`config.mk`:
```
export PLATFORM = sky130hd
export DESIGN_NAME = pidl_ctrl
export DESIGN_NICKNAME = d
export VERILOG_FILES = /design/src/rtl/pidl_pkg.sv /design/src/rtl/pidl_ctrl.sv
export SDC_FILE = /design/constraint.sdc
export NUM_CORES = 1
export LEC_CHECK = 0
export BUFFER_PORTS_ARGS = -buffer_cell sky130_fd_sc_hd__buf_2
export CORE_MARGIN = 2
export CORE_UTILIZATION = 36
export DETAILED_ROUTE_END_ITERATION = 8
export PLACE_DENSITY_LB_ADDON = 0.15
export SLEW_MARGIN = 20
export SYNTH_ARGS = -nofsm -noshare
export SYNTH_HDL_FRONTEND = slang
export SYNTH_SLANG_ARGS = --single-unit
```
`constraint.sdc`:
```
create_clock -name clk -period 6.41 [get_ports clk]
set_input_delay 0 -clock clk [delete_from_list [all_inputs] [get_ports clk]]
set_output_delay 0 -clock clk [all_outputs]
set_load 0.05 [all_outputs]
```
`src/rtl/pidl_pkg.sv`:
```
package pidl_pkg;

  localparam int STORE_DEPTH_DEF = 8;
  localparam int CNT_W           = 4;
  localparam int MAX_ENTRIES     = (1 << CNT_W) - 1;
  localparam logic [CNT_W-1:0] CAP_RESET = 4'd5;

  typedef enum logic [2:0] {
    MODE_PUSH = 3'd0,
    MODE_POP  = 3'd1,
    MODE_DEQ  = 3'd2,
    MODE_INS  = 3'd3,
    MODE_REM  = 3'd4
  } mode_t;

  typedef enum logic [1:0] {
    ST_OK     = 2'd0,
    ST_FULL   = 2'd1,
    ST_EMPTY  = 2'd2,
    ST_BADPOS = 2'd3
  } status_t;

  typedef struct packed {
    logic [3:0][63:0] name;
    logic [15:0]      qty;
    logic [4:0]       day;
    logic [3:0]       month;
    logic [13:0]      year;
  } record_t;

  // broadcast from the controller to every cell
  typedef struct packed {
    logic             ins;
    logic             rem;
    logic [CNT_W-1:0] idx;
    logic [CNT_W-1:0] count;
  } cell_ctl_t;

endpackage

```
`src/rtl/pidl_ctrl.sv`:
```
module pidl_ctrl #(
  parameter int STORE_DEPTH = pidl_pkg::STORE_DEPTH_DEF
) (
  input  logic                          clk,
  input  logic                          rst,
  input  logic                          cfg_we,
  input  logic [pidl_pkg::CNT_W-1:0]    cfg_data,
  input  logic                          accept,
  input  logic [2:0]                    mode,
  input  logic [3:0]                    position,
  output pidl_pkg::cell_ctl_t           ctl,
  output pidl_pkg::status_t             status,
  output logic [pidl_pkg::CNT_W-1:0]    count_next
);

  logic [pidl_pkg::CNT_W-1:0] capacity_limit;
  logic [pidl_pkg::CNT_W-1:0] count;
  logic                       full;
  logic                       empty;
  logic [pidl_pkg::CNT_W:0]   pos_x;
  logic [pidl_pkg::CNT_W:0]   cnt_x;
  logic                       ins_ok;
  logic                       rem_ok;
  logic [pidl_pkg::CNT_W-1:0] idx;

  assign full  = (int'(count) >= int'(capacity_limit)) || (int'(count) >= STORE_DEPTH);
  assign empty = (count == '0);
  assign pos_x = {1'b0, position};
  assign cnt_x = {1'b0, count};

  always_comb begin
    status = pidl_pkg::ST_OK;
    ins_ok = 1'b0;
    rem_ok = 1'b0;
    idx    = '0;
    unique case (mode)
      pidl_pkg::MODE_PUSH: begin
        if (full) status = pidl_pkg::ST_FULL;
        else begin
          ins_ok = 1'b1;
          idx    = count;
        end
      end
      pidl_pkg::MODE_INS: begin
        if (full) status = pidl_pkg::ST_FULL;
        else if (pos_x == '0 || pos_x > cnt_x + 1'b1) status = pidl_pkg::ST_BADPOS;
        else begin
          ins_ok = 1'b1;
          idx    = position - 1'b1;
        end
      end
      pidl_pkg::MODE_POP: begin
        if (empty) status = pidl_pkg::ST_EMPTY;
        else begin
          rem_ok = 1'b1;
          idx    = count - 1'b1;
        end
      end
      pidl_pkg::MODE_DEQ: begin
        if (empty) status = pidl_pkg::ST_EMPTY;
        else rem_ok = 1'b1;
      end
      pidl_pkg::MODE_REM: begin
        if (empty) status = pidl_pkg::ST_EMPTY;
        else if (pos_x == '0 || pos_x > cnt_x) status = pidl_pkg::ST_BADPOS;
        else begin
          rem_ok = 1'b1;
          idx    = position - 1'b1;
        end
      end
      default: ;
    endcase
  end

  always_comb begin
    count_next = count;
    if (ins_ok) count_next = count + 1'b1;
    else if (rem_ok) count_next = count - 1'b1;
  end

  assign ctl.ins   = accept && ins_ok;
  assign ctl.rem   = accept && rem_ok;
  assign ctl.idx   = idx;
  assign ctl.count = count;

  always_ff @(posedge clk) begin
    if (rst) begin
      capacity_limit <= pidl_pkg::CAP_RESET;
      count          <= '0;
    end else begin
      if (cfg_we) capacity_limit <= cfg_data;
      if (accept) count <= count_next;
    end
  end

endmodule

```
==> results.ini, run 1 <==
[route]
wl_um=3010
route.detailed.drc=0
initialDrtViolationCount=81
vias=1175
wl_per_cell_um=13.1
vias_per_cell=5.11
dr.pass1.iters=4
drtAntennaViolNets=0

[global_route]
grt_most_used_layer=met2
grt_pass1_vias=1125
use_met3=0.0256
grt_use_total=0.179
use_met2=0.306
grt_antenna_before_repair=0
grt_max_degree=13
met1_usage=0.231
grt_pass1_wl_um=4960
gr-total-overflow=0

[sta]
period_needed_ns=3.40
rsz0062_at_grt=false
tns_ns=0
finalSetupViolCount=0
finalClockSkew_ns=0.00365
holdWs_ns=0.0569
max_freq_ghz=0.294
hold_viol=0
slew_violations=0
slew_headroom=0.578
finalCritPeriodShare=0.531
worst_pin_slew_ns=0.633

[die]
die_x_um=60.9
dieHeight_um=60.9
rows=20
die_area_um2=3700
core_um2=3050
boundaryPins=31
start_util=0.381

[cts]
numCtsBuffers=3
clkTransAtPathRegs_ns=0.05
cts.htree.levels=1
insertion_delay_ns=0.24
clock_path_buffers=2
cts_sinks=8
post_cts_buffers=0
cts-root-buf=clkbuf_4
cts_tree=built

[yosys]
ys_seq_area_frac=0.138
postSynthCellCount=157
synth-edff-count=0
synthTopCellsByArea=ha_1 (16%), dfxtp_1 (14%), nor2_1 (6.1%)
yosysWarnings=0
synth_flop_cell=dfxtp_1
yosys.area.top_type_share=0.161
synth.distinct_cells=50
synth_area_per_cell_um2=7.41
syn_nets=187
syn_area_um2=1160
yosysTopAreaCell=ha_1
synthArstFlopShare=0
yosys_register_bits=8

[setup_path]
cpLargestDelayFamily=compound AO/OA/AOI/OAI gates
worstPathCellList=inv_1, ha_1, inv_1, ha_1, nand4_1, a2111oi_0, o21ba_2, a21oi_4, or3_1, or4b_1, buf_2
reg2regPathDepth=10
endpoint_kind=primary output
cp_slowest_stage_delay_ns=0.50
r2r_slack_ns=3.53
crit_cells=11
crit_slowest_cell=dfxtp_1
crit_type=register to primary output
startpoint_type=register
crit_arrival_ns=3.40
crit_buf_inv=3
worstPathRequired_ns=6.41
worst-path-max-fanout=10

[power_and_ir_drop]
irDropWorstVdd_mv=0.0975
p_clk_frac=0.127
power_switching_w=0.000152
p_comb_frac=0.658
sw_frac_of_total=0.526
power_density_nw_per_um2=207
intPower_w=0.000137
leakage_nw=0.665
seq_power_share=0.215

[flow_run]
drv_cap=0

[status]
status=completed

[place]
port_buffers=30
hpwl_um=2440
gp_congestion=0.849

[min_path]
min_delay_path_depth=2
hold_path.class=input pin to register

[cells_and_area]
fillers=340
nNetsFinal=218
layout-drive-gt1-share=0.231
syn_to_final_growth_pct=20.1
num_antenna_cells=0

-- placed cells by master (no fill, tap or decap), drive strengths merged, types with 2 or more instances in the layout --
cell type    count
buf             30
nor2            19
ha              15
inv             13
nand2           13
dfxtp            8
xnor2            7
o21ai            6
a21oi            6
nand3            5
and3             5
mux2i            5
nand2b           4
nor3             4
dlygate4sd3      4
a31oi            3
o221ai           3
clkbuf           3
and2             3
nor4             2
o21bai           2
a311oi           2
or3              2
nor3b            2
-- worst reg2reg max path, cell delays in order (launching register included) --
cell and delay (ns):
dfxtp_1 0.50, inv_1 0.17, ha_1 0.36, inv_1 0.09
ha_1 0.30, nand4_1 0.10, a2111oi_0 0.33, o21ba_2 0.23
a21oi_4 0.28, nand2b_1 0.14, a311oi_1 0.30
-- power groups by stage --
stage          combinational (W)  sequential [W]  clock [W]
2_1_floorplan           0.000140       0.0000690          0
3_3_place_gp            0.000187       0.0000625          0
3_5_place_dp            0.000189       0.0000629          0
4_1_cts                 0.000191       0.0000619  0.0000382
5_1_grt                 0.000210       0.0000628  0.0000414
6_report                0.000190       0.0000619  0.0000368
-- path summary, 6_finish.rpt --
path,from,end
worst min register to register,capacity_limit[2]$_SDFFE_PP1P_,capacity_limit[2]$_SDFFE_PP1P_
worst max register to register,count[0]$_SDFFE_PP0P_,count[3]$_SDFFE_PP0P_
worst max-delay path,count[0]$_SDFFE_PP0P_,count_next[1]
worst min-delay path,rst,capacity_limit[3]$_SDFFE_PP0P_
-- per-layer routing --
metal,wire (um),up-vias
met4,10,0
met2,1470,36
met1,1380,508
met5,0,-
met3,150,2
li1,-,629
-- metrics by stage --
| stage | util | setup WS, ns | cells | instance area (um2) | power, W |
|---|---|---|---|---|---|
| final | 0.458 | 3.01 | 230 | 1400 | 0.000289 |
| after global routing | 0.458 | 2.78 | 230 | 1400 | 0.000314 |
| after CTS | 0.458 | 3.01 | 230 | 1400 | 0.000291 |
| after detailed placement | 0.437 | 3.28 | 223 | 1340 | 0.000252 |
| after global placement | 0.437 | 3.37 | 223 | 1340 | 0.000250 |
| after floorplan | - | 2.68 | 157 | 1160 | 0.000209 |
-- synth_stat cells, types with 2 or more instances --
library cell and number:
nor2_1 19, ha_1 15, inv_1 12, nand2_1 12
dfxtp_1 8, xnor2_1 7, a21oi_1 5, and3_1 5
clkbuf_1 5, mux2i_1 5, nand3_1 5, o21ai_0 5
nand2b_1 4, nor3_1 4, a31oi_1 3, buf_2 3
o221ai_1 3, a311oi_1 2, and2_1 2, nor4_1 2
o21bai_1 2
-- area by class of cell --
class	count	area (um2)	share of cell area
multi-input cells	128	921	0.659
repair buffers	34	190	0.136
flip-flops and latches	8	160	0.115
well taps	44	55.1	0.0394
inverters	13	48.8	0.0349
clock buffers	3	22.5	0.0161
-- state kept, by name (all words and copies together) (netlist names) --
name,flops
capacity_limit,4
count,4
-- kinds of logic after synthesis --
kind of cell               after synthesis  share of synthesized area
and+or+nand+nor                         65                      0.289
AOI/OAI and AO/OA                       35                      0.235
buffers and inverters                   21                     0.0710
adders and majority gates               15                      0.161
DFF                                      8                      0.138
xor gates and xnor gates                 7                     0.0527
muxes                                    6                     0.0527
-- what timing repair did --
item,CTS,global route
hold buffers,4,0
hold endpoints to repair,4,0
resized for setup,0,0
endpoints found under the setup margin,0,0
(Power assumes the default switching activity.)
==> inputs of run 2 (changes only) <==
clock period = 2.85 ns   (was 6.41 ns; I/O delays follow)
==> results.ini, run 2 (synthesis results as in run 1) <==
[status]
violations=setup timing
status=finished with violations  ; was completed

[cells_and_area]
post-route-util=0.556  ; was 0.458
layout-drive-gt1-share=0.389  ; was 0.231
layout_commonest_cell=buf_2  ; unchanged
fin_cells=247  ; was 230
syn_to_final_growth_pct=45.8  ; was 20.1%
mostFrequentLayoutCells=buf_2 (26), nor2_1 (19), buf_4 (13)  ; was buf_2 (30), nor2_1 (19), ha_1 (15)
num_antenna_cells=0  ; unchanged
nNetsFinal=234  ; was 218
reg.largest.list=capacity_limit: 4 flops, count: 4 flops  ; unchanged
fillers=304  ; was 340

[power_and_ir_drop]
p_clk_frac=0.116  ; was 0.127
irDropWorstVdd_mv=0.222  ; was 0.0975 mV
seq_power_share=0.171  ; was 0.215
p_comb_frac=0.713  ; was 0.658
intPower_w=0.000409  ; was 0.000137 W
sw_frac_of_total=0.493  ; was 0.526
power_density_nw_per_um2=476  ; was 207 nW/um2
leakage_nw=0.784  ; was 0.665 nW
power_switching_w=0.000398  ; was 0.000152 W

[setup_path]
crit_slowest_cell=or4b_4  ; was dfxtp_1
r2r_slack_ns=0.14  ; was 3.53 ns
cpLargestDelayFamily=simple AND/OR/NAND/NOR gates  ; was compound AO/OA/AOI/OAI gates
crit_arrival_ns=2.90  ; was 3.40 ns
worstPathCellList=clkinvlp_4, ha_4, inv_4, ha_4, nand4_1, a2111oi_2, o21ba_4, a21oi_4, or3_4, or4b_4, buf_8  ; was inv_1, ha_1, inv_1, ha_1, nand4_1, a2111oi_0, o21ba_2, a21oi_4, or3_1, or4b_1, buf_2
startpoint_type=register  ; unchanged
worstPathRequired_ns=2.85  ; was 6.41 ns
reg2regPathDepth=13  ; was 10
cp_slowest_stage_delay_ns=0.46  ; was 0.50 ns
endpoint_kind=primary output  ; unchanged
worst-path-max-fanout=4  ; was 10
crit_type=register to primary output  ; unchanged
reg2reg_to=count[0]$_SDFFE_PP0P_  ; was count[3]$_SDFFE_PP0P_
crit_top_cell=ha_4
reg2reg_from=count[1]$_SDFFE_PP0P_  ; was count[0]$_SDFFE_PP0P_
crit_buf_inv=3  ; unchanged

[global_route]
gr-total-overflow=0  ; unchanged
grt_max_degree=13  ; unchanged
grt_pass1_wl_um=5720  ; was 4960 um
grt_antenna_before_repair=0  ; unchanged
grt_use_total=0.202  ; was 0.179
grt_pass1_vias=1263  ; was 1125

[route]
dr.pass1.iters=4  ; unchanged
vias_per_cell=5.35  ; was 5.11
met1_length_um=1760  ; was 1380 um
route.detailed.drc=0  ; unchanged
highest_layer=met4  ; unchanged
wl_um=3600  ; was 3010 um
route.met3.wl_um=122  ; was 150 um
initialDrtViolationCount=41  ; was 81
vias=1322  ; was 1175
wl_per_cell_um=14.6  ; was 13.1 um
dr_wl_met2_um=1680  ; was 1470 um
drtAntennaViolNets=0  ; unchanged

[sta]
slew_headroom=0.632  ; was 0.578
period_needed_ns=2.90
finalSetupViolCount=1  ; was 0
finalCritPeriodShare=1.02
rsz0062_at_grt=true  ; was false
holdWs_ns=0.0230  ; was 0.0569 ns
finalClockSkew_ns=0.00153  ; was 0.00365 ns
slew_violations=0  ; unchanged
tns_ns=-0.0480  ; was 0 ns
max_freq_ghz=0.345
worst_slack_ns=-0.0480  ; was 3.01 ns
worst_pin_slew_ns=0.551  ; was 0.633 ns
hold_viol=0  ; unchanged

[place]
hpwl_um=2680  ; was 2440 um
numPlacedInstances=228  ; was 223
port_buffers=30  ; unchanged
gp_congestion=0.825  ; was 0.849

[die]
die_x_um=60.9  ; unchanged
core_um2=3050  ; unchanged
start_util=0.381  ; unchanged
rows=20  ; unchanged
boundaryPins=31  ; unchanged
dieHeight_um=60.9  ; unchanged
die_area_um2=3700  ; unchanged

[cts]
cts_sinks=8  ; unchanged
clkTransAtPathRegs_ns=0.05  ; about the same
cts-root-buf=clkbuf_4  ; unchanged
clock_path_buffers=2  ; unchanged
numCtsBuffers=3  ; unchanged
insertion_delay_ns=0.26  ; was 0.24 ns
cts.htree.levels=1  ; unchanged
cts_tree=built  ; unchanged

[min_path]
min_to=count[2]$_SDFFE_PP0P_  ; was capacity_limit[3]$_SDFFE_PP0P_
hold_path.class=input pin to register  ; unchanged
min_delay_path_depth=2  ; unchanged
worstHoldStart=rst  ; unchanged

[flow_run]
drv_cap=0  ; unchanged

-- run 2: cell count changes in the layout (fill, tap and decap cells not counted), sizes merged --
cell | before | now
inv | 13 | 12
clkbuf | 3 | 5
buf | 30 | 45
clkinvlp | 0 | 1
-- run 2: worst max-delay path by stage --
stage                                from       endpoint  slack (ns)  depth (start not counted)
floorplan           count[0]$_SDFFE_PP0P_  count_next[1]        0.02                         11
global placement    count[0]$_SDFFE_PP0P_  count_next[1]        0.14                         11
detailed placement  count[1]$_SDFFE_PP0P_  count_next[1]        0.02                         11
CTS                 count[0]$_SDFFE_PP0P_  count_next[1]       -0.04                         10
global route        count[1]$_SDFFE_PP0P_  count_next[1]       -0.17                         11
finish              count[1]$_SDFFE_PP0P_  count_next[1]       -0.05                         11
-- run 2: power groups by stage --
stage | combinational, W | sequential, W | clock (W)
after floorplan | 0.000337 | 0.000158 | 0
after global placement | 0.000463 | 0.000140 | 0
after detailed placement | 0.000467 | 0.000141 | 0
after CTS | 0.000529 | 0.000137 | 0.0000973
after global routing | 0.000623 | 0.000139 | 0.000101
final | 0.000576 | 0.000138 | 0.0000934
-- run 2: layout make-up --
type | instances | area, um2 | share of cell area
inverter | 13 | 55.1 | 0.0324
clock buffer | 4 | 26.3 | 0.0155
timing repair buffer | 50 | 347 | 0.204
tap | 44 | 55.1 | 0.0324
sequential | 8 | 173 | 0.102
multi-input combinational | 128 | 1040 | 0.614
-- run 2: stage by stage --
stage          power (W)  instance area [um2]  worst slack, ns
2_1_floorplan   0.000494                 1220           0.0163
3_3_place_gp    0.000602                 1420            0.136
3_5_place_dp    0.000608                 1420           0.0206
4_1_cts         0.000763                 1580          -0.0368
5_1_grt         0.000863                 1700           -0.171
6_report        0.000807                 1700          -0.0480
-- run 2: worst register-to-register path: cells and delay by family, from the launching register on --
kind / cells / cell delay (ns)
buffers and inverters: 5 / 0.51
adder cells (fa/ha/maj): 2 / 0.54
AO/OA/AOI/OAI: 4 / 0.73
AND/OR/NAND/NOR: 1 / 0.12
flip-flops: 1 / 0.38
multiplexers: 1 / 0.31
-- run 2: metal layers --
metal | track usage | vias up
li1 | - | 665
met1 | 0.298 | 627
met2 | 0.321 | 26
met3 | 0.0341 | 4
met4 | 0.0186 | 0
met5 | 0 | -
-- run 2: timing repair --
| action | 4_1_cts | 5_1_grt |
|---|---|---|
| gates resized for setup | 15 | 15 |
| cloned | 0 | 0 |
| buffers inserted | 4 | 7 |
| hold buffers | 4 | 0 |
| endpoints found under the setup margin | 5 | 4 |
| hold endpoints to repair | 4 | 0 |
| pin swaps | 3 | 1 |
