[src/rtl/pidl_pkg.sv]
package pidl_pkg;

  localparam int STORE_DEPTH_DEF = 8;
  localparam int CNT_W           = 4;
  localparam int MAX_ENTRIES     = (1 << CNT_W) - 1;
  localparam logic [CNT_W-1:0] CAP_RESET = 4'd5;

  typedef enum logic [2:0] {
    MODE_PUSH = 3'd0,
    MODE_POP  = 3'd1,
    MODE_DEQ  = 3'd2,
    MODE_INS  = 3'd3,
    MODE_REM  = 3'd4
  } mode_t;

  typedef enum logic [1:0] {
    ST_OK     = 2'd0,
    ST_FULL   = 2'd1,
    ST_EMPTY  = 2'd2,
    ST_BADPOS = 2'd3
  } status_t;

  typedef struct packed {
    logic [3:0][63:0] name;
    logic [15:0]      qty;
    logic [4:0]       day;
    logic [3:0]       month;
    logic [13:0]      year;
  } record_t;

  // broadcast from the controller to every cell
  typedef struct packed {
    logic             ins;
    logic             rem;
    logic [CNT_W-1:0] idx;
    logic [CNT_W-1:0] count;
  } cell_ctl_t;

endpackage

[src/rtl/pidl_cell.sv]
module pidl_cell #(
  parameter int CELL_IDX = 0
) (
  input  logic                 clk,
  input  pidl_pkg::cell_ctl_t  ctl,
  input  pidl_pkg::record_t    new_rec,
  input  pidl_pkg::record_t    lower_rec,
  input  pidl_pkg::record_t    upper_rec,
  output pidl_pkg::record_t    rec
);

  localparam logic [pidl_pkg::CNT_W:0] ME = (pidl_pkg::CNT_W+1)'(CELL_IDX);

  logic [pidl_pkg::CNT_W:0] idx_x;
  logic [pidl_pkg::CNT_W:0] cnt_x;
  pidl_pkg::record_t        rec_next;

  assign idx_x = {1'b0, ctl.idx};
  assign cnt_x = {1'b0, ctl.count};

  always_comb begin
    rec_next = rec;
    if (ctl.ins) begin
      if (ME == idx_x) begin
        rec_next = new_rec;
      end else if (ME > idx_x && ME <= cnt_x) begin
        rec_next = lower_rec;
      end
    end else if (ctl.rem) begin
      // close the gap: take the neighbor above
      if (ME >= idx_x && ME + 1'b1 < cnt_x) begin
        rec_next = upper_rec;
      end
    end
  end

  always_ff @(posedge clk) begin
    rec <= rec_next;
  end

endmodule

[config.mk]
export PLATFORM = sky130hd
export DESIGN_NAME = pidl_cell
export DESIGN_NICKNAME = d
export VERILOG_FILES = /design/src/rtl/pidl_pkg.sv /design/src/rtl/pidl_cell.sv
export SDC_FILE = /design/constraint.sdc
export NUM_CORES = 1
export LEC_CHECK = 0
export BUFFER_PORTS_ARGS = -buffer_cell sky130_fd_sc_hd__buf_4
export CAP_MARGIN = 10
export CELL_PAD_IN_SITES_DETAIL_PLACEMENT = 2
export CELL_PAD_IN_SITES_GLOBAL_PLACEMENT = 2
export CORE_AREA = 2 2 464 466
export CTS_BUF_LIST = sky130_fd_sc_hd__clkbuf_8
export CTS_CLUSTER_SIZE = 40
export DETAILED_ROUTE_END_ITERATION = 8
export DIE_AREA = 0 0 466 468
export PLACE_DENSITY_LB_ADDON = 0.3
export SLEW_MARGIN = 10
export SYNTH_ARGS = -nofsm -noshare
export SYNTH_HDL_FRONTEND = slang
export SYNTH_SLANG_ARGS = --single-unit
[constraint.sdc]
create_clock -name clk -period 18.42 [get_ports clk]
set_input_delay 0.921 -clock clk [delete_from_list [all_inputs] [get_ports clk]]
set_output_delay 0.921 -clock clk [all_outputs]
set_load 0.05 [all_outputs]
==> metrics.md, run 1 <==
| Metric | Value |
|---|---|
| Status | `completed` |
| Most frequent cells in the layout | `buf_4 (1,218), nand2_1 (590), nor2_1 (295), a31oi_1 (295), edfxtp_1 (295)` |
| Number of distinct library cells after synthesis | `11` |
| VDD IR max | `0.0000453 V` |
| Worst EP required | `18,800 ps` |
| DR WL/cell | `27.9 um` |
| Fraction of layout instances using a drive strength above 1 | `46.4%` |
| Largest net degree at the start of global routing | `108` |
| Sequential area share after synthesis | `60.5%` |
| CP bufs+invs | `4` |
| Total GRT Usage | `13.9%` |
| Max incr delay on CP | `around 730 ps` |
| CP top delay family | `buffers and inverters` |
| Max reg flops | `295` |
| Combinational group share of total power | `between 10% and 20%` |
| Max Fclk | `0.259 GHz` |
| Sw Ratio | `31.6%` |
| Placed instance area | `0.0268 sq mm` |
| Worst hold path class | `in -> reg` |
| Via count of the first global-routing pass | `19,600` |
| CP dominant cell by count | `buf_4` |
| GRT Residual Overflow | `0` |
| Net Sw Power | `0.637 mW` |
| WP data arrival | `roughly 4300 ps` |
| Post-route cell area | `approximately 0.028 sq mm` |
| Commonest non-fill, non-tap cell in the layout | `buf_4` |
| Max-cap check violation count | `0` |
| Clk pwr share | `41.8%` |
| Layout area overhead | `92.9%` |
| Worst-path clk slew | `60 ps` |
| RSZ-0062 raised after global routing | `false` |
| TritonCTS buffer count | `74` |
| DRT met1 WL | `58,900 um` |
| First-pass GRT wire length | `199,000 um` |
| Core area | `0.213 sq mm` |
| Core Util, Final | `a little over an eighth` |
| Syn Nets | `about 2,500` |
| Crit Path Class | `in -> reg` |
| Design Power | `between 2 and 2.5 mW` |
| Total number of vias | `~18,000` |
| Tcrit/Tclk final | `between 20% and 30%` |
| RePlAce Congestion | `0.873` |
| TNS Setup | `0 ps` |
| Met3 routed WL | `19,900 um` |
| Slew headroom | `37.6%` |
| Clk buf depth | `3` |
| Clock Tree Root | `clkbuf_8` |
| Internal | `1.38 mW` |
| Final Routed Wirelength | `159,000 um` |
| Initial DRT Pass Iterations | `4` |
| H-tree depth | `3` |
| Crit-path max FO | `49` |
| Largest regs | `rec: 295 flops` |
| # clock sinks | `a little under 300` |
| Critical Path, Cell by Cell | `buf_4 > or4_4 > nor2_4 > buf_4 > buf_4 > buf_4` |
| Min cycle time layout | `3870 ps` |
| Final HPWL from detailed placement | `135,000 um` |
| CTS tree | `built` |
| Post-CTS Setup Inserts | `0` |
| Worst-margin pin slew | `937 ps` |
| Initial Util | `6.86%` |
| Post-Syn Area | `0.0146 sq mm` |
| Max Slew Vio Count | `0` |
| Average size of a mapped cell | `around 9.1 sq um` |
| Die X | `between 400 and 500 um` |
| Yosys warning total | `0` |
| Row count | `170` |
| Initial DRC Count | `roughly 800` |
| IO Count | `1,191` |
| Finish-stage setup viols | `0` |
| Post-Syn Instances | `1,611` |
| Slowest cell on crit path | `or4_4` |
| Initial antenna violation count | `121` |
| Flops & latches, synth | `295` |
| Metal2 WL | `75,600 um` |
| Setup crit end kind | `flop` |
| Final #Nets | `3,671` |
| DR top layer | `met5` |
| Sequential power share | `38.4%` |
| Die area | `0.218 sq mm` |
| Power Density | `71.5 mW/mm^2` |
| Static leakage | `11.7 nW` |
| Height of the die | `468 um` |
| DRC | `0` |
| Cts hold-fix bufs | `0` |
| Dpl cells | `roughly 5,500` |
| Post-Layout Cell Count | `5,688` |
| Port bufs | `1,189` |
| Final Hold Viols | `0` |
| Post-CTS Resized | `0` |
| Vias per inst | `~3.2` |
| Startpoint types | `input port` |
| Final ANT Viol Nets | `0` |
| Largest Register | `rec` |
area by class of cell:
class / count / area [sq um]
well taps: 2838 / 3550
clock buffers: 75 / 1030
flip-flops and latches: 295 / 8860
repair buffers: 1219 / 9160
diodes: 18 / 45.0
fillers: 25000 / 185000
multi-input cells: 1185 / 5220
clock inverters: 58 / 363
Yosys cell counts (all sizes together):
master | count | area (sq um)
nand2 | 590 | 2210
nor2 | 296 | 1110
a31oi | 295 | 1850
edfxtp | 295 | 8860
clkbuf | 75 | 282
buf | 56 | 283
a21oi | 1 | 5.00
nor4 | 1 | 21.3
or3 | 1 | 6.26
or4 | 1 | 7.51
final timing paths:
path                           from  endpoint  cells after the start
worst min-delay path  upper_rec[34]   rec[34]                      3
worst max-delay path         ctl[5]  rec[157]                      6
worst min-delay path, delay by kind of cell:
family,cells,cell delay [ps]
compound gates,1,120
buf+inv,1,80
simple gates,1,30
layer usage:
| layer | GRT usage, % | vias up |
|---|---|---|
| met5 | 0 | - |
| met1 | 14.8 | 8724 |
| met2 | 23.6 | 971 |
| met4 | 3.30 | 94 |
| li1 | - | 8012 |
| met3 | 8.07 | 314 |
through the flow:
stage | setup slack, ps | hold WS, ps
after floorplan | 3430 | 1170
after global placement | 13640 | 1270
after detailed placement | 13650 | 1280
after CTS | 14570 | 350
after global routing | 14420 | 378
final | 14550 | 497
power groups by stage:
stage | clock, mW | sequential (mW) | combinational (mW)
global placement | 0 | 0.788 | 0.407
floorplan | 0 | 0.854 | 0.0910
detailed placement | 0 | 0.788 | 0.411
global route | 0.919 | 0.776 | 0.432
CTS | 0.905 | 0.775 | 0.412
finish | 0.843 | 0.774 | 0.400
kinds of logic after synthesis:
logic type	count (synthesis)	synth area share (%)
AOI/OAI and AO/OA	296	12.6
buffers and inverters	131	3.86
and+or+nand+nor	889	23.0
DFF	295	60.5
(Power assumes the default switching activity.)
==> run 2: changes to the inputs <==
==> constraint.sdc (replaced) <==
create_clock -name clk -period 3.95 [get_ports clk]
set_input_delay 0.1975 -clock clk [delete_from_list [all_inputs] [get_ports clk]]
set_output_delay 0.1975 -clock clk [all_outputs]
set_load 0.05 [all_outputs]
==> metrics.md, run 2 (synthesis results as in run 1) <==
| Metric | Value |
|---|---|
| Min cycle time layout | `between 2000 and 2500 ps` |
| Worst-path clk slew | `60 ps` |
| Max Fclk | `between 0.4 and 0.5 GHz` |
| First-pass GRT wire length | `204,000 um` |
| Final HPWL from detailed placement | `130,000 um` |
| # clock sinks | `295` |
| Final ANT Viol Nets | `0` |
| Power Density | `290 mW/mm^2` |
| Max reg flops | `295` |
| CTS tree | `built` |
| RSZ-0062 raised after global routing | `false` |
| DR WL/cell | `25.1 um` |
| TritonCTS buffer count | `76` |
| Die area | `about 0.22 sq mm` |
| Die X | `466 um` |
| CP bufs+invs | `4` |
| Worst EP required | `about 4600 ps` |
| Final Routed Wirelength | `158,000 um` |
| WP data arrival | `2850 ps` |
| TNS Setup | `0 ps` |
| Setup slack after layout | `about 1700 ps` |
| DRC | `0` |
| Dpl cells | `approximately 5,500` |
| Core area | `0.213 sq mm` |
| Critical Path, Cell by Cell | `buf_4 > nor4_4 > buf_12 > buf_4 > nand2_1 > a31oi_1 > dlygate4sd3_1` |
| Static leakage | `14.2 nW` |
| Clock Tree Root | `clkbuf_8` |
| IO Count | `1,191` |
| Setup crit end kind | `flop` |
| H-tree depth | `3` |
| Design Power | `10.0 mW` |
| Layout area overhead | `135%` |
| Most frequent cells in the layout | `buf_4 (1,213), dlygate4sd3_1 (594), nand2_1 (590)` |
| Initial Util | `6.86%` |
| Worst hold slack | `about 320 ps` |
| Startpoint types | `input port` |
| Post-Layout Cell Count | `roughly 6,300` |
| Height of the die | `approximately 470 um` |
| Clk buf depth | `3` |
| Worst-margin pin slew | `roughly 990 ps` |
| Placed instance area | `0.0271 sq mm` |
| Total GRT Usage | `~14%` |
| CP top delay family | `buffers and inverters` |
| Vias per inst | `3.25` |
| Max Slew Vio Count | `0` |
| Commonest non-fill, non-tap cell in the layout | `buf_4` |
| Crit Path Class | `in -> reg` |
| Largest regs | `rec: 295 flops` |
| Initial DRC Count | `891` |
| Largest net degree at the start of global routing | `~150` |
| Crit-path max FO | `40` |
| Slowest cell on crit path | `nor4_4` |
| Row count | `170` |
| GRT Residual Overflow | `0` |
| Status | `completed` |
| Post-route cell area | `about 0.034 sq mm` |
| Tcrit/Tclk final | `56.2%` |
| Slew headroom | `33.5%` |
| Post-CTS Setup Inserts | `0` |
| Total number of vias | `20,500` |
| Largest Register | `rec` |
| Initial antenna violation count | `101` |
| Pre-CTS WS | `between 1000 and 1500 ps` |
| Final #Nets | `4,278` |
| Port bufs | `1,189` |
| Final Hold Viols | `0` |
| Worst hold path class | `in -> reg` |
| Finish-stage setup viols | `0` |
| Via count of the first global-routing pass | `22,400` |
| Max-cap check violation count | `0` |
| VDD IR max | `0.000205 V` |
| CP dominant cell by count | `buf_4` |
| Fraction of layout instances using a drive strength above 1 | `38.5%` |
| Initial DRT Pass Iterations | `5` |
| Core Util, Final | `between 10% and 20%` |
| Max incr delay on CP | `roughly 860 ps` |
| RePlAce Congestion | `~0.86` |
==> run 2: per-layer routing <==
layer / wire, um / share of wire [%] / vias to the layer above / global-route usage, %
li1: - / - / 9234 / -
met2: 74500 / 47 / 1050 / 23.4
met5: 397 / 0.25 / - / 0
met4: 4420 / 2.8 / 56 / 3.85
met3: 18300 / 12 / 258 / 6.67
met1: 60700 / 38 / 9874 / 15.4
==> run 2: path summary, 6_finish.rpt <==
| path | cells past startpoint | slack (ps) | from | end |
|---|---|---|---|---|
| worst min-delay path | 4 | 320 | new_rec[257] | rec[257] |
| worst max-delay path | 7 | 1730 | ctl[5] | rec[247] |
==> run 2: timing repair <==
| action | CTS | global route |
|---|---|---|
| gates resized for setup | 0 | 0 |
| hold buffers | 594 | 0 |
| endpoints found under the hold margin | 295 | 0 |
==> run 2: layout make-up <==
cell class / instances / area (sq um)
fill: 24900 / 179000
timing repair buffer: 1824 / 15400
sequential: 295 / 8860
multi-input combinational: 1185 / 5220
tap: 2838 / 3550
clock buffer: 76 / 1050
clock inverter: 58 / 310
antenna: 26 / 65.1
==> run 2: report_power, final <==
part           switching [mW]  internal [mW]
sequential             0.0380           3.58
combinational            1.19           1.35
clock                    1.97           1.87
total                    3.20           6.80
==> run 3: changes to the inputs <==
--- a/config.mk
+++ b/config.mk
@@ -9,11 +9,11 @@
 export CAP_MARGIN = 10
 export CELL_PAD_IN_SITES_DETAIL_PLACEMENT = 2
 export CELL_PAD_IN_SITES_GLOBAL_PLACEMENT = 2
-export CORE_AREA = 2 2 464 466
+export CORE_AREA = 2 2 461 463
 export CTS_BUF_LIST = sky130_fd_sc_hd__clkbuf_8
 export CTS_CLUSTER_SIZE = 40
 export DETAILED_ROUTE_END_ITERATION = 8
-export DIE_AREA = 0 0 466 468
+export DIE_AREA = 0 0 463 465
 export PLACE_DENSITY_LB_ADDON = 0.3
 export SLEW_MARGIN = 10
 export SYNTH_ARGS = -nofsm -noshare
==> constraint.sdc (replaced) <==
create_clock -name clk -period 2 [get_ports clk]
set_input_delay 0.1 -clock clk [delete_from_list [all_inputs] [get_ports clk]]
set_output_delay 0.1 -clock clk [all_outputs]
set_load 0.05 [all_outputs]
==> metrics.md, run 3 (synthesis results as in run 1) <==
| Metric | Value |
|---|---|
| Setup crit end kind | `flop` |
| Slowest cell on crit path | `or4_4` |
| Clock Tree Root | `clkbuf_8` |
| Row count | `169` |
| DR WL/cell | `25.6 um` |
| Power Density | `552 mW/mm^2` |
| Tcrit/Tclk final | `92.5%` |
| Critical Path, Cell by Cell | `buf_4 > or4_4 > buf_12 > buf_12 > nand2_1 > a31oi_1 > dlygate4sd3_1` |
| VDD IR max | `0.000418 V` |
| Largest regs | `rec: 295 flops` |
| IO Count | `around 1,200` |
| Fraction of layout instances using a drive strength above 1 | `39.3%` |
| GRT Residual Overflow | `0` |
| Max incr delay on CP | `600 ps` |
| Final Routed Wirelength | `162,000 um` |
| Design Power | `19.3 mW` |
| Hold path start | `ctl[8]` |
| WP data arrival | `2350 ps` |
| Slew headroom | `62.4%` |
| Min cycle time layout | `around 1900 ps` |
| CP top delay family | `buffers and inverters` |
| Status | `completed` |
| Total GRT Usage | `roughly 14%` |
| Core area | `0.211 sq mm` |
| Hold depth | `4` |
| Initial DRC Count | `919` |
| Crit-path max FO | `73` |
| Clk buf depth | `3` |
| Vias per inst | `roughly 3.3` |
| Initial antenna violation count | `84` |
| Worst-margin pin slew | `564 ps` |
| Max Fclk | `0.540 GHz` |
| Commonest non-fill, non-tap cell in the layout | `buf_4` |
| RSZ-0062 raised after global routing | `false` |
| Worst hold path class | `in -> reg` |
| Finish-stage setup viols | `0` |
| # clock sinks | `approximately 300` |
| Max Slew Vio Count | `0` |
| First-pass GRT wire length | `211,000 um` |
| Post-CTS Setup Inserts | `0` |
| Largest Register | `rec` |
| Height of the die | `465 um` |
| Worst-path clk slew | `60 ps` |
| RePlAce Congestion | `roughly 0.9` |
| Via count of the first global-routing pass | `23,100` |
| Total number of vias | `20,900` |
| Worst EP required | `approximately 2500 ps` |
| Initial DRT Pass Iterations | `5` |
| CP dominant cell by count | `buf_12` |
| Die area | `0.215 sq mm` |
| Crit Path Class | `in -> reg` |
| Initial Util | `under 10%` |
| CTS tree | `built` |
| Layout area overhead | `139%` |
| Final HPWL from detailed placement | `around 140,000 um` |
| CP bufs+invs | `4` |
| Max-cap check violation count | `0` |
| Startpoint types | `input port` |
| Final ANT Viol Nets | `0` |
| Port bufs | `1,189` |
| Max reg flops | `around 300` |
| DRC | `0` |
| Placed instance area | `~0.028 sq mm` |
| H-tree depth | `3` |
| Most frequent cells in the layout | `buf_4 (1,251), dlygate4sd3_1 (598), nand2_1 (590)` |
| Post-route cell area | `approximately 0.035 sq mm` |
| Die X | `463 um` |
| Final #Nets | `between 4,000 and 5,000` |
| Static leakage | `14.4 nW` |
| TritonCTS buffer count | `70` |
| WHS Endpoint | `rec[140]` |
| Largest net degree at the start of global routing | `around 120` |
| Final Hold Viols | `0` |
==> run 3: repair_timing <==
| action | 4_1_cts | 5_1_grt |
|---|---|---|
| hold buffers | 598 | 0 |
| resized for setup | 0 | 0 |
| endpoints found under the hold margin | 308 | 0 |
==> run 3: area by class of cell <==
cell class                 instances  area, sq um
antenna                           18         45.0
clock buffer                      70          963
clock inverter                    53          274
fill                           24600       176000
multi-input combinational       1185         5220
sequential                       295         8860
tap                             2821         3530
timing repair buffer            1882        16000
==> run 3: metal layers <==
| metal | track usage (%) | vias up | wire (um) | share of wire, % |
|---|---|---|---|---|
| met3 | 6.33 | 233 | 16600 | 10 |
| met4 | 3.46 | 42 | 3620 | 2.2 |
| met5 | 0 | - | 273 | 0.17 |
| li1 | - | 9326 | - | - |
| met1 | 16.6 | 10200 | 65100 | 40 |
| met2 | 24.6 | 1077 | 76300 | 47 |
==> run 3: worst max-delay path by stage <==
stage,startpoint,end,depth (start not counted)
after global placement,ctl[5],rec[197],6
after floorplan,ctl[5],rec[0],4
after global routing,rec[212],rec[212],1
after detailed placement,ctl[4],rec[249],7
final,ctl[4],rec[127],7
after CTS,rec[212],rec[212],1
==> run 3: stage by stage <==
stage	worst slack [ps]	util [%]	hold slack (ps)	TNS, ps	instances
6_report	149	16.6	156	0	6324
5_1_grt	199	16.6	86.8	0	6314
4_1_cts	133	16.5	39.9	0	6306
3_5_place_dp	27.3	13.1	450	0	5585
3_3_place_gp	32.3	13.1	440	0	5585
2_1_floorplan	-3670	-	349	-1083040	1611
==> run 3: where the power goes <==
group / switching [mW] / total [mW] / internal, mW
Combinational: 2.41 / 5.16 / 2.75
Clock: 3.59 / 6.98 / 3.39
Sequential: 0.0858 / 7.15 / 7.06
